File: src/rtl/pivot_partition_swap_count_assert.svh
// Assertion macros for the RTL of the partition block.
// Each macro checks one implication on the rising clock edge and is
// turned off while the asynchronous reset is asserted.
`ifndef PIVOT_PARTITION_SWAP_COUNT_ASSERT_SVH
`define PIVOT_PARTITION_SWAP_COUNT_ASSERT_SVH

`ifndef SYNTHESIS

// Same-cycle implication.
`define PPSC_ASSERT_IMPL(label, clk, rst_n, ante, cons, msg) \
	label: assert property (@(posedge clk) disable iff (!rst_n) (ante) |-> (cons)) \
		else $error(msg);

// Next-cycle implication.
`define PPSC_ASSERT_NEXT(label, clk, rst_n, ante, cons, msg) \
	label: assert property (@(posedge clk) disable iff (!rst_n) (ante) |=> (cons)) \
		else $error(msg);

`else

`define PPSC_ASSERT_IMPL(label, clk, rst_n, ante, cons, msg)
`define PPSC_ASSERT_NEXT(label, clk, rst_n, ante, cons, msg)

`endif

`endif

File: src/rtl/ppsc_pkg.sv
`default_nettype none

package ppsc_pkg;

	// Store geometry.
	localparam int DEPTH     = 16;
	localparam int IDX_W     = $clog2(DEPTH);
	localparam int CNT_W     = $clog2(DEPTH + 1);
	localparam int DATA_W    = 16;
	localparam int OUT_IDX_W = 6;
	localparam int SWAP_W    = 6;

	// Datapath operations selected by the microcode.
	localparam int OP_W = 4;
	localparam logic [OP_W-1:0] OP_LOAD      = 4'd0;
	localparam logic [OP_W-1:0] OP_SCAN_INIT = 4'd1;
	localparam logic [OP_W-1:0] OP_SCAN_RD   = 4'd2;
	localparam logic [OP_W-1:0] OP_SCAN_EVAL = 4'd3;
	localparam logic [OP_W-1:0] OP_PIV_RD    = 4'd4;
	localparam logic [OP_W-1:0] OP_PIV_WR1   = 4'd5;
	localparam logic [OP_W-1:0] OP_PIV_WR2   = 4'd6;
	localparam logic [OP_W-1:0] OP_PASS_RD   = 4'd7;
	localparam logic [OP_W-1:0] OP_PASS_EVAL = 4'd8;
	localparam logic [OP_W-1:0] OP_PASS_SWAP = 4'd9;
	localparam logic [OP_W-1:0] OP_EMIT_INIT = 4'd10;
	localparam logic [OP_W-1:0] OP_EMIT_RD   = 4'd11;
	localparam logic [OP_W-1:0] OP_EMIT_OUT  = 4'd12;

	// Datapath flags tested by conditional jumps.
	typedef struct packed {
		logic load_end;
		logic scan_more;
		logic all_below;
		logic pass_go;
		logic pass_swap;
		logic emit_more;
	} status_t;

	// Control handed from the sequencer to the datapath.
	typedef struct packed {
		logic [OP_W-1:0] op;
	} ctrl_t;

endpackage

`default_nettype wire

File: src/rtl/ppsc_seq.sv
`default_nettype none

module ppsc_seq (
	input  wire                clk,
	input  wire                arst_n,
	input  wire ppsc_pkg::status_t status,
	output ppsc_pkg::ctrl_t    ctrl
);

	localparam int UPC_W  = 4;
	localparam int COND_W = 3;

	// Jump conditions.
	localparam logic [COND_W-1:0] C_ALWAYS    = 3'd0;
	localparam logic [COND_W-1:0] C_LOAD_END  = 3'd1;
	localparam logic [COND_W-1:0] C_SCAN_MORE = 3'd2;
	localparam logic [COND_W-1:0] C_ALL_BELOW = 3'd3;
	localparam logic [COND_W-1:0] C_PASS_GO   = 3'd4;
	localparam logic [COND_W-1:0] C_PASS_SWAP = 3'd5;
	localparam logic [COND_W-1:0] C_EMIT_MORE = 3'd6;

	// Program steps.
	localparam logic [UPC_W-1:0] S_IDLE      = 4'd0;
	localparam logic [UPC_W-1:0] S_SCAN_INIT = 4'd1;
	localparam logic [UPC_W-1:0] S_SCAN_RD   = 4'd2;
	localparam logic [UPC_W-1:0] S_SCAN_EVAL = 4'd3;
	localparam logic [UPC_W-1:0] S_PIV_RD    = 4'd4;
	localparam logic [UPC_W-1:0] S_PIV_WR1   = 4'd5;
	localparam logic [UPC_W-1:0] S_PIV_WR2   = 4'd6;
	localparam logic [UPC_W-1:0] S_PASS_RD   = 4'd7;
	localparam logic [UPC_W-1:0] S_PASS_EVAL = 4'd8;
	localparam logic [UPC_W-1:0] S_PASS_SWAP = 4'd9;
	localparam logic [UPC_W-1:0] S_EMIT_INIT = 4'd10;
	localparam logic [UPC_W-1:0] S_EMIT_RD   = 4'd11;
	localparam logic [UPC_W-1:0] S_EMIT_OUT  = 4'd12;

	typedef struct packed {
		logic [ppsc_pkg::OP_W-1:0] op;
		logic [COND_W-1:0]         cond;
		logic [UPC_W-1:0]          jt;
		logic [UPC_W-1:0]          jf;
	} uword_t;

	// Control store: operation, condition, target when true, target when false.
	function automatic uword_t rom(input logic [UPC_W-1:0] step);
		uword_t w;
		unique case (step)
			S_IDLE:      w = '{ppsc_pkg::OP_LOAD,      C_LOAD_END,  S_SCAN_INIT, S_IDLE};
			S_SCAN_INIT: w = '{ppsc_pkg::OP_SCAN_INIT, C_ALWAYS,    S_SCAN_RD,   S_SCAN_RD};
			S_SCAN_RD:   w = '{ppsc_pkg::OP_SCAN_RD,   C_ALWAYS,    S_SCAN_EVAL, S_SCAN_EVAL};
			S_SCAN_EVAL: w = '{ppsc_pkg::OP_SCAN_EVAL, C_SCAN_MORE, S_SCAN_RD,   S_PIV_RD};
			S_PIV_RD:    w = '{ppsc_pkg::OP_PIV_RD,    C_ALL_BELOW, S_EMIT_INIT, S_PIV_WR1};
			S_PIV_WR1:   w = '{ppsc_pkg::OP_PIV_WR1,   C_ALWAYS,    S_PIV_WR2,   S_PIV_WR2};
			S_PIV_WR2:   w = '{ppsc_pkg::OP_PIV_WR2,   C_ALWAYS,    S_PASS_RD,   S_PASS_RD};
			S_PASS_RD:   w = '{ppsc_pkg::OP_PASS_RD,   C_PASS_GO,   S_PASS_EVAL, S_EMIT_INIT};
			S_PASS_EVAL: w = '{ppsc_pkg::OP_PASS_EVAL, C_PASS_SWAP, S_PASS_SWAP, S_PASS_RD};
			S_PASS_SWAP: w = '{ppsc_pkg::OP_PASS_SWAP, C_ALWAYS,    S_PASS_RD,   S_PASS_RD};
			S_EMIT_INIT: w = '{ppsc_pkg::OP_EMIT_INIT, C_ALWAYS,    S_EMIT_RD,   S_EMIT_RD};
			S_EMIT_RD:   w = '{ppsc_pkg::OP_EMIT_RD,   C_ALWAYS,    S_EMIT_OUT,  S_EMIT_OUT};
			S_EMIT_OUT:  w = '{ppsc_pkg::OP_EMIT_OUT,  C_EMIT_MORE, S_EMIT_RD,   S_IDLE};
			default:     w = '{ppsc_pkg::OP_LOAD,      C_ALWAYS,    S_IDLE,      S_IDLE};
		endcase
		return w;
	endfunction

	logic [UPC_W-1:0] upc_q;
	uword_t           cw;
	logic             taken;

	// Fetch the current control word and resolve the branch.
	always_comb begin
		cw = rom(upc_q);
		unique case (cw.cond)
			C_ALWAYS:    taken = 1'b1;
			C_LOAD_END:  taken = status.load_end;
			C_SCAN_MORE: taken = status.scan_more;
			C_ALL_BELOW: taken = status.all_below;
			C_PASS_GO:   taken = status.pass_go;
			C_PASS_SWAP: taken = status.pass_swap;
			C_EMIT_MORE: taken = status.emit_more;
			default:     taken = 1'b1;
		endcase
	end

	assign ctrl.op = cw.op;

	// Step counter.
	always_ff @(posedge clk or negedge arst_n) begin
		if (!arst_n) begin
			upc_q <= S_IDLE;
		end else begin
			upc_q <= taken ? cw.jt : cw.jf;
		end
	end

endmodule

`default_nettype wire

File: src/rtl/pivot_partition_swap_count.sv
// Loading takes an element per cycle when idle; the set's last transaction starts the partition.
// The first result follows a scan init, a read and an evaluation per element, and a pivot read;
// unless all are below the pivot, the pivot swap writes, pass steps (read, evaluate, swap if needed), a
// final check; then an emit init. Each result is read, then output; the receiver cannot stall them;
// busy is high from the cycle after the accepting edge through the cycle of the last result.
// Reset clears the sequencer, the counters and the pivot register; store contents are undefined.
`default_nettype none

`include "pivot_partition_swap_count_assert.svh"

module pivot_partition_swap_count (
	input  wire                                   clk,
	input  wire                                   arst_n,
	input  wire                                   pivot_we,
	input  wire signed [ppsc_pkg::DATA_W-1:0]     pivot_value,
	input  wire                                   start,
	output logic                                  busy,
	input  wire signed [ppsc_pkg::DATA_W-1:0]     element_value,
	input  wire                                   is_last,
	output logic                                  out_strobe,
	output logic       [ppsc_pkg::OUT_IDX_W-1:0]  out_index,
	output logic signed [ppsc_pkg::DATA_W-1:0]    out_value,
	output logic       [ppsc_pkg::SWAP_W-1:0]     swap_total,
	output logic                                  out_last
);

	localparam int IDX_W  = ppsc_pkg::IDX_W;
	localparam int CNT_W  = ppsc_pkg::CNT_W;
	localparam int DATA_W = ppsc_pkg::DATA_W;

	ppsc_pkg::status_t status;
	ppsc_pkg::ctrl_t   ctrl;

	logic signed [DATA_W-1:0] pivot_q;
	logic signed [DATA_W-1:0] mem [ppsc_pkg::DEPTH];
	logic signed [DATA_W-1:0] rd_a_q;
	logic signed [DATA_W-1:0] rd_b_q;

	logic [IDX_W-1:0]  load_q;
	logic [CNT_W-1:0]  n_q;
	logic [CNT_W-1:0]  c_q;
	logic [IDX_W-1:0]  slot_q;
	logic [IDX_W-1:0]  i_q;
	logic [IDX_W-1:0]  d_q;
	logic [IDX_W-1:0]  k_q;
	logic [ppsc_pkg::SWAP_W-1:0] swaps_q;

	logic              accept;
	logic              k_more;
	logic              we;
	logic [IDX_W-1:0]  waddr;
	logic signed [DATA_W-1:0] wdata;
	logic              re;
	logic [IDX_W-1:0]  raddr_a;
	logic [IDX_W-1:0]  raddr_b;

	ppsc_seq u_seq (
		.clk    (clk),
		.arst_n (arst_n),
		.status (status),
		.ctrl   (ctrl)
	);

	assign busy   = (ctrl.op != ppsc_pkg::OP_LOAD);
	assign accept = start && !busy;
	assign k_more = (CNT_W'(k_q) + CNT_W'(1)) != n_q;

	// Flags for the sequencer's conditional jumps.
	always_comb begin
		status.load_end  = start && (is_last || load_q == IDX_W'(ppsc_pkg::DEPTH - 1));
		status.scan_more = k_more;
		status.all_below = (c_q == n_q);
		status.pass_go   = (CNT_W'(i_q) < c_q) && (CNT_W'(d_q) > c_q);
		status.pass_swap = (rd_a_q > pivot_q) && (rd_b_q < pivot_q);
		status.emit_more = k_more;
	end

	// Store write port and read addresses, decoded from the operation.
	always_comb begin
		we      = 1'b0;
		waddr   = load_q;
		wdata   = element_value;
		re      = 1'b0;
		raddr_a = k_q;
		raddr_b = d_q;
		unique case (ctrl.op)
			ppsc_pkg::OP_LOAD: begin
				we = accept;
			end
			ppsc_pkg::OP_SCAN_RD, ppsc_pkg::OP_EMIT_RD: begin
				re = 1'b1;
			end
			ppsc_pkg::OP_PIV_RD: begin
				re      = 1'b1;
				raddr_a = slot_q;
				raddr_b = c_q[IDX_W-1:0];
			end
			ppsc_pkg::OP_PIV_WR1: begin
				we    = 1'b1;
				waddr = slot_q;
				wdata = rd_b_q;
			end
			ppsc_pkg::OP_PIV_WR2: begin
				we    = 1'b1;
				waddr = c_q[IDX_W-1:0];
				wdata = rd_a_q;
			end
			ppsc_pkg::OP_PASS_RD: begin
				re      = 1'b1;
				raddr_a = i_q;
			end
			ppsc_pkg::OP_PASS_EVAL: begin
				we    = status.pass_swap;
				waddr = i_q;
				wdata = rd_b_q;
			end
			ppsc_pkg::OP_PASS_SWAP: begin
				we    = 1'b1;
				waddr = d_q;
				wdata = rd_a_q;
			end
			default: begin
				we = 1'b0;
			end
		endcase
	end

	// Element store with two registered read ports.
	always_ff @(posedge clk) begin
		if (we) begin
			mem[waddr] <= wdata;
		end
		if (re) begin
			rd_a_q <= mem[raddr_a];
			rd_b_q <= mem[raddr_b];
		end
	end

	// Pivot register.
	always_ff @(posedge clk or negedge arst_n) begin
		if (!arst_n) begin
			pivot_q <= '0;
		end else if (pivot_we) begin
			pivot_q <= pivot_value;
		end
	end

	// Counters and pointers of the partition datapath.
	always_ff @(posedge clk or negedge arst_n) begin
		if (!arst_n) begin
			load_q  <= '0;
			n_q     <= '0;
			c_q     <= '0;
			slot_q  <= '0;
			i_q     <= '0;
			d_q     <= '0;
			k_q     <= '0;
			swaps_q <= '0;
		end else begin
			case (ctrl.op)
				ppsc_pkg::OP_LOAD: begin
					if (accept) begin
						if (status.load_end) begin
							load_q <= '0;
							n_q    <= CNT_W'(load_q) + CNT_W'(1);
						end else begin
							load_q <= load_q + IDX_W'(1);
						end
					end
				end
				ppsc_pkg::OP_SCAN_INIT: begin
					k_q     <= '0;
					c_q     <= '0;
					slot_q  <= '0;
					swaps_q <= '0;
				end
				ppsc_pkg::OP_SCAN_EVAL: begin
					if (rd_a_q < pivot_q) begin
						c_q <= c_q + CNT_W'(1);
					end
					if (rd_a_q == pivot_q) begin
						slot_q <= k_q;
					end
					k_q <= k_q + IDX_W'(1);
				end
				ppsc_pkg::OP_PIV_WR2: begin
					i_q <= '0;
					d_q <= IDX_W'(n_q - CNT_W'(1));
				end
				ppsc_pkg::OP_PASS_EVAL: begin
					// Without a swap: move the left, the right, or both pointers.
					if (!status.pass_swap) begin
						if ((rd_a_q < pivot_q) && (rd_b_q > pivot_q)) begin
							d_q <= d_q - IDX_W'(1);
							i_q <= i_q + IDX_W'(1);
						end else if ((rd_a_q > pivot_q) && (rd_b_q > pivot_q)) begin
							d_q <= d_q - IDX_W'(1);
						end else begin
							i_q <= i_q + IDX_W'(1);
						end
					end
				end
				ppsc_pkg::OP_PASS_SWAP: begin
					d_q     <= d_q - IDX_W'(1);
					i_q     <= i_q + IDX_W'(1);
					swaps_q <= swaps_q + ppsc_pkg::SWAP_W'(1);
				end
				ppsc_pkg::OP_EMIT_INIT: begin
					k_q <= '0;
				end
				ppsc_pkg::OP_EMIT_OUT: begin
					k_q <= k_q + IDX_W'(1);
				end
				default: begin
					k_q <= k_q;
				end
			endcase
		end
	end

	// Result transaction, one per stored element.
	assign out_strobe = (ctrl.op == ppsc_pkg::OP_EMIT_OUT);
	assign out_index  = ppsc_pkg::OUT_IDX_W'(k_q);
	assign out_value  = rd_a_q;
	assign swap_total = swaps_q;
	assign out_last   = !k_more;

	`PPSC_ASSERT_IMPL(a_strobe_busy, clk, arst_n, out_strobe, busy, "result while idle")
	`PPSC_ASSERT_NEXT(a_end_starts_scan, clk, arst_n, accept && status.load_end, ctrl.op == ppsc_pkg::OP_SCAN_INIT, "set end did not start scan")
	`PPSC_ASSERT_NEXT(a_last_goes_idle, clk, arst_n, out_strobe && out_last, !busy, "not idle after last result")
	`PPSC_ASSERT_IMPL(a_right_above_slot, clk, arst_n, ctrl.op == ppsc_pkg::OP_PASS_RD, CNT_W'(d_q) >= c_q, "right pointer crossed pivot slot")
	`PPSC_ASSERT_NEXT(a_swap_counted, clk, arst_n, ctrl.op == ppsc_pkg::OP_PASS_SWAP, swaps_q == $past(swaps_q) + ppsc_pkg::SWAP_W'(1), "swap not counted")

endmodule

`default_nettype wire

File: config.mk
export PLATFORM = sky130hd
export DESIGN_NAME = pivot_partition_swap_count
export DESIGN_NICKNAME = d
export VERILOG_FILES = /design/src/rtl/ppsc_pkg.sv /design/src/rtl/ppsc_seq.sv /design/src/rtl/pivot_partition_swap_count.sv
export VERILOG_INCLUDE_DIRS = /design/src /design/src/rtl
export SDC_FILE = /design/constraint.sdc
export NUM_CORES = 1
export LEC_CHECK = 0
export BUFFER_PORTS_ARGS = -buffer_cell sky130_fd_sc_hd__buf_4
export CORE_ASPECT_RATIO = 0.5
export CORE_MARGIN = 1
export CORE_UTILIZATION = 50
export CTS_BUF_LIST = sky130_fd_sc_hd__clkbuf_8
export CTS_CLUSTER_SIZE = 8
export DETAILED_ROUTE_END_ITERATION = 12
export PLACE_DENSITY = 0.78
export SLEW_MARGIN = 20
export SYNTH_ARGS = -nofsm -noshare
export SYNTH_HDL_FRONTEND = slang
export SYNTH_SLANG_ARGS = --single-unit
File: constraint.sdc
create_clock -name clk -period 4.3 [get_ports clk]
set_input_delay 0.43 -clock clk [delete_from_list [all_inputs] [get_ports clk]]
set_output_delay 0.43 -clock clk [all_outputs]
set_load 0.01 [all_outputs]
* After elaboration in Yosys (flattened, before gate mapping)
Memory sizes are Yosys's and may differ from the RTL's. A register that Yosys moved wholly into a read port is not among the register bits.
Cells that the tools add are included.
** Cells by class
- $add $sub $neg :: 9
- Magnitude comparators :: 6
- Equal/unequal tests :: 27
- Mux-type cells :: 25
- Reduce and logical (&&, ||, !) cells :: 28
** Operator list (number)
- $mux W4 :: 10
- $gt A16 B16 Y1 :: 2
- $lt A16 B16 Y1 :: 2
- $pmux W16 S2 :: 1
- $eq A4 B4 Y1 const B :: 6
- $pmux W4 S2 :: 3
- $pmux W4 S3 :: 2
- $eq A16 B16 Y1 :: 1
- $eq A4 B3 Y1 const B :: 4
- $pmux W4 S4 :: 1
- $add A4 B1 Y4 const B :: 3
- $pmux W6 S2 :: 1
- $add A4 B1 Y5 const B :: 2
- $pmux W5 S2 :: 1
- $reduce_or A2 Y1 :: 5
- $eq A3 B3 Y1 const B :: 3
- $reduce_and A3 Y1 :: 3
- $eq A4 B2 Y1 const B :: 2
- $sub A4 B1 Y4 const B :: 2
- $add A6 B1 Y6 const B :: 1
- $eq A3 B2 Y1 const B :: 2
- $logic_and A1 B1 Y1 :: 6
- $ne A2 B2 Y1 const B :: 3
- $ne A3 B3 Y1 const B :: 2
- 20 further kinds :: 27
** Storage, ports and cells
- Flip-flop bits (word level) :: 56
- Memory bits (writable) :: 256
- Memory bits (read-only) :: 240
- Output and inout bits :: 31
- Memories :: 2
** Memories
- mem :: depth 16, width 16, read ports 2, clocked after Yosys merged registers in 2, wr ports 1, RTL line pivot_partition_swap_count.sv:35 : logic signed [DATA_W-1:0] mem [ppsc_pkg::DEPTH];
- (name not given) :: depth 16, width 15, read ports 1, clocked after Yosys merged registers in 0, wr ports 0, RTL line ppsc_seq.sv:47 : unique case (step)

* Depth between registers and ports, before layout
An unclocked memory read counts as a cell.
- Depth after elaboration :: 7
- Gate-level depth with buffers :: 12
- Gate-level depth less buffers :: 10

* By module
Synthesis repeated with hierarchy kept, for this count alone.
** Unflattened totals
- Cell total of the unflattened synthesis :: 1367
- Area, all modules :: 18530.3 um^2
** By module, submodules not included
- pivot_partition_swap_count :: times used 1, cells each 1294, area each 17929.7 um^2, sequential area each 9949.5 um^2
- ppsc_seq :: times used 1, cells each 73, area each 600.6 um^2, sequential area each 100.1 um^2

* Worst setup path before layout
No wires, ideal clock.
- Kind :: register to register
- Start point :: reg rd_a_q[15], in the netlist out_value[15] (read register of mem)
- End point :: mem mem[0][0], enable pin
- Setup time :: 0.388 ns
- Arrival time :: 3.100 ns
- Data required time :: 3.912 ns
- Slack :: 0.811 ns
- Cell stages (with the launch flop) :: 10
- Path buffers :: 1
- Clock period less this slack :: 3.489 ns
- Cells stage by stage :: edfxtp_1 > ha_1 > nand4_2 > nor4_2 > a21bo_2 > a41o_1 > buf_6 > o31ai_1 > o21ai_1 > nor2_1
** Between the ends
- Cells in the longest elaborated chain, start to end :: 5
** RTL lines
- start, declared :: RTL line pivot_partition_swap_count.sv:36 : logic signed [DATA_W-1:0] rd_a_q;
- $gt A16 B16 Y1 :: RTL line pivot_partition_swap_count.sv:74 : status.pass_swap = (rd_a_q > pivot_q) && (rd_b_q < pivot_q);
- $logic_and A1 B1 Y1 :: RTL line pivot_partition_swap_count.sv:74
- $pmux W1 S3 :: RTL line pivot_partition_swap_count.sv:86 : unique case (ctrl.op)
- $mux W1 :: RTL line pivot_partition_swap_count.sv:130 : if (we) begin
- $mux W1 (not written as such) :: RTL line pivot_partition_swap_count.sv:131 : mem[waddr] <= wdata;
- end, declared :: RTL line pivot_partition_swap_count.sv:35
No other way between the ends.

* Worst setup path after layout
- Start point :: reg rd_a_q[5], in the netlist out_value[5] (read register of mem)
- End point :: mem mem[12][0], enable pin
The elaborated chain is that of the path after synthesis.

==> run summary <==
After detailed routing, the number of vias per cell comes to 6.30. The worst endpoint data arrival time is 4.55 ns. After legalization and detailed placement, the total HPWL measured 33.1 mm. The area fraction in and, or, nand and nor cells after synthesis is 6.83%. The number of nets in the layout came out at 1,525. The number of inserted diodes came out at 0. In this run the core area contains 49 standard-cell rows. The biggest area consumer among synthesized cells is sky130_fd_sc_hd__edfxtp_1. The proportion of synthesized chip area in sequential cells came out at 55.1%. The commonest cells after synthesis are sky130_fd_sc_hd__edfxtp_1 (288), sky130_fd_sc_hd__mux2i_1 (251), sky130_fd_sc_hd__nand2_1 (107).

The worst path uses 99.0% of the clock period. In the post-synthesis netlist, the biggest area contributors are sky130_fd_sc_hd__edfxtp_1 (47%), sky130_fd_sc_hd__mux2i_1 (14%), sky130_fd_sc_hd__dfrtp_1 (7.7%), sky130_fd_sc_hd__mux4_2 (6.3%), sky130_fd_sc_hd__ha_1 (3.4%). The most frequently used flop master after synthesis is sky130_fd_sc_hd__edfxtp_1. The startpoint type of the worst setup path is a register. The number of nets with antenna violations after routing came out at 0. The fraction of the core area covered by cells at the end of the flow came out at 56.9%. After global routing, the most crowded layer is met2.

The clock slew at the register clock pins of the worst setup and hold paths is 0.06 ns. The share of async-settable or async-resettable flops after synthesis came out at 16.3%. For this block, the via count after detailed routing is 12,300. The post-CTS setup buffer count came out at 0. The worst min-delay path category is input port to register. The proportion of synthesized area in mux cells came out at 22.2%. Summed over all layers, the routed wires come to 48.0 mm.

The number of global-route vias before repair was 12,300. The distinct cell type count after synthesis came out at 76. The number of buffers added on ports is 65. The floorplan step set the die width to 272 um. Entering global routing, the biggest net connects 65 pins. The number of synthesized register bits is 344. Summing the areas of all fa, ha and maj instances in the mapped netlist gives 3.43% of the synthesized area. The root cell of the clock tree is sky130_fd_sc_hd__clkbuf_8. The worst clock skew on the final layout is 0.0375 ns. In the routed design, unresolved DRC markers number 1. The met1 capacity usage during global routing is 33.7%. The netlist area before placement is 18,200 sq um.

The clock latency of the later-clocked register in the worst-skew pair came out at 0.64 ns. The wire length of the first global-routing pass is 72.6 mm. The peak supply drop is 0.762 mV. The floorplan die area is 37,300 sq um. The remaining global-route overflow came out at 0. The total count of hold-check failures in the final report came out at 0. The die height is 137 um. The critical setup path kind is register to register. The worst reg2reg path startpoint is out_value[5]$_DFFE_PP_. The number of search-and-repair iterations in the first detailed-routing pass is 12.

The final sum of negative setup slack is 0 ns. The number of enable flip-flop cells after synthesis came out at 288. The start point of the critical path is out_value[5]$_DFFE_PP_. The maximum level of the CTS H-tree came out at 2. The upper clock frequency limit came out at 0.235 GHz.

The routed wire length per instance is 24.6 um. The worst max-slew margin expressed relative to the limit is 26.9%. The most common cell in the netlist is sky130_fd_sc_hd__edfxtp_1. The met2 usage is 42.3%.

The core region area is 35,900 sq um. The xor and xnor fraction of the mapped netlist area is 0.960%. The synthesized area per cell came out at 13.7 sq um.

The synthesized netlist cell count came out at 1,334. The number of setup violations in the final report is 0. The iteration-0 DRC count of the detailed router came out at 1,686. The kind of end point of the critical path is a register. Buffers inserted during clock tree synthesis total 52.

The CTS tree is built. The number of top-level pins is 68. Across every metal layer, demand over resource in global routing totals 25.8%. The shortest clock period the worst path allows after layout is 4.26 ns. The maximum root-to-sink buffer count is 3. The checks that failed: design-rule violations. The TritonCTS sink count is 344. The total leakage power came out at 8.78 nW. For the pin with the worst max-slew slack, the measured transition is 1.07 ns. The effective utilization at floorplan is 50.8%.

The worst hold path begins at pivot_value[1]. Hold is met by 0.0407 ns. The run finished, with violations left. The critical-path maximum fanout came out at 16. The met3 routing resource usage after global routing came out at 6.12%. The initial antenna violation count is 0. The placer's final routability congestion estimate came out at 0.994. The yosys synthesis warning count came out at 0. The number of max-slew violations in the final report came out at 0. The post-synthesis to final-layout area growth is 12.1%. The count of maximum capacitance violations is 0. At the worst endpoint, the required time is 4.60 ns. The share of synthesized area in the top cell type comes to 47.4%.

After synthesis, the largest family of logic cells by area is multiplexers. The fraction of final layout cells with drive strength greater than 1 is 19.7%. The worst path meets setup with 0.0443 ns of slack.

Setup repair after global routing left no endpoint under its margin. Timing analysis after detailed placement gives a worst setup slack of 0.277 ns. The power per cell area came out at 705 nW/um^2.

The complex-gate fraction of the synthesized area came out at 7.70%.
[through the flow]
step	instances	instance area, sq um	power [mW]
2_1_floorplan	1335	18200	9.68
3_3_place_gp	1866	19500	11.8
3_5_place_dp	1866	19500	11.9
4_1_cts	1957	20500	14.4
5_1_grt	1957	20500	15.0
6_report	1957	20500	14.4
[critical path: stages, from the launching register on]
cell	delay [ns]
sky130_fd_sc_hd__edfxtp_1	0.43
sky130_fd_sc_hd__ha_1	0.35
sky130_fd_sc_hd__a21oi_1	0.18
sky130_fd_sc_hd__o21ai_0	0.18
sky130_fd_sc_hd__a2111oi_2	0.57
sky130_fd_sc_hd__a21oi_1	0.14
sky130_fd_sc_hd__a41o_1	0.34
sky130_fd_sc_hd__o31ai_1	0.66
sky130_fd_sc_hd__o21ai_1	0.55
sky130_fd_sc_hd__nor2_2	0.21
sky130_fd_sc_hd__buf_4	0.31
[report_power, final]
| group | internal, mW | switching (mW) | total (mW) |
|---|---|---|---|
| clock network | 1.14 | 1.28 | 2.43 |
| logic | 2.83 | 4.19 | 7.02 |
| registers | 4.53 | 0.449 | 4.98 |
[layout by cell type (no fill, tap or decap), types with 7 or more instances in the layout]
cell,netlist,layout
sky130_fd_sc_hd__xor2_1,12,12
sky130_fd_sc_hd__nand2b_1,7,7
sky130_fd_sc_hd__a222oi_1,16,16
sky130_fd_sc_hd__nor2b_1,10,10
sky130_fd_sc_hd__mux2i_1,251,249
sky130_fd_sc_hd__buf_4,8,120
sky130_fd_sc_hd__and2_1,19,19
sky130_fd_sc_hd__dfrtp_1,56,56
sky130_fd_sc_hd__nor3_1,10,10
sky130_fd_sc_hd__clkbuf_8,0,53
sky130_fd_sc_hd__nor2_1,61,44
sky130_fd_sc_hd__a21oi_1,27,27
sky130_fd_sc_hd__a211oi_1,10,10
sky130_fd_sc_hd__a211oi_2,9,9
sky130_fd_sc_hd__nor2_2,0,17
sky130_fd_sc_hd__mux4_2,51,51
sky130_fd_sc_hd__inv_1,54,81
sky130_fd_sc_hd__a31oi_1,19,19
sky130_fd_sc_hd__xnor2_1,8,8
sky130_fd_sc_hd__ha_1,50,50
sky130_fd_sc_hd__nand2_1,107,107
sky130_fd_sc_hd__a21o_1,7,7
sky130_fd_sc_hd__nand3_1,26,26
sky130_fd_sc_hd__nand4_1,8,8
sky130_fd_sc_hd__mux4_1,13,13
sky130_fd_sc_hd__o21ai_0,55,55
sky130_fd_sc_hd__edfxtp_1,288,288
[flip-flops by register name (all words and copies together) (netlist names)]
| name | count |
|---|---|
| rd_b_q | 16 |
| d_q | 4 |
| pivot_q | 16 |
| out_value | 16 |
| n_q | 5 |
| c_q | 5 |
| i_q | 4 |
| slot_q | 4 |
| load_q | 4 |
| swap_total | 6 |
| u_seq.upc_q | 4 |
| k_q | 4 |
| mem | 256 |
[area by class of cell]
type / instances / area, sq um
clock buffer: 53 / 729
clock inverter: 36 / 165
fill: 2740 / 15500
inverter: 55 / 206
multi-input combinational: 857 / 7650
sequential: 344 / 10000
tap: 484 / 606
timing repair buffer: 128 / 1040
[final timing paths]
| kind | endpoint | slack [ns] | cells past startpoint |
|---|---|---|---|
| max | mem[12][0]$_DFFE_PP_ | 0.04 | 10 |
| min | pivot_q[1]$_DFFE_PN0P_ | 0.04 | 3 |
| max reg2reg | mem[12][0]$_DFFE_PP_ | 0.04 | 10 |
| min reg2reg | n_q[0]$_DFFE_PN0P_ | 0.54 | 1 |
| max in group asynchronous | pivot_q[12]$_DFFE_PN0P_ | 3.34 | 2 |
| min in group asynchronous | n_q[0]$_DFFE_PN0P_ | 0.45 | 2 |
[per-layer routing]
metal / wire [um] / vias up
met3: 4770 / 110
met5: 0 / -
li1: - / 5369
met1: 19000 / 6112
met2: 22800 / 729
met4: 1550 / 0
[cells by family after synthesis]
| group | after synthesis |
|---|---|
| flip-flops | 344 |
| adder cells (fa/ha/maj) | 50 |
| AO/OA/AOI/OAI | 200 |
| XOR/XNOR | 20 |
| buffers and inverters | 134 |
| AND/OR/NAND/NOR | 266 |
| other | 1 |
| multiplexers | 319 |
[what timing repair did]
action / CTS / global route
hold buffers: 2 / 0
endpoints found under the hold margin: 57 / 0
resized for setup: 0 / 0
Note: power is estimated with default switching activity, not from simulation.
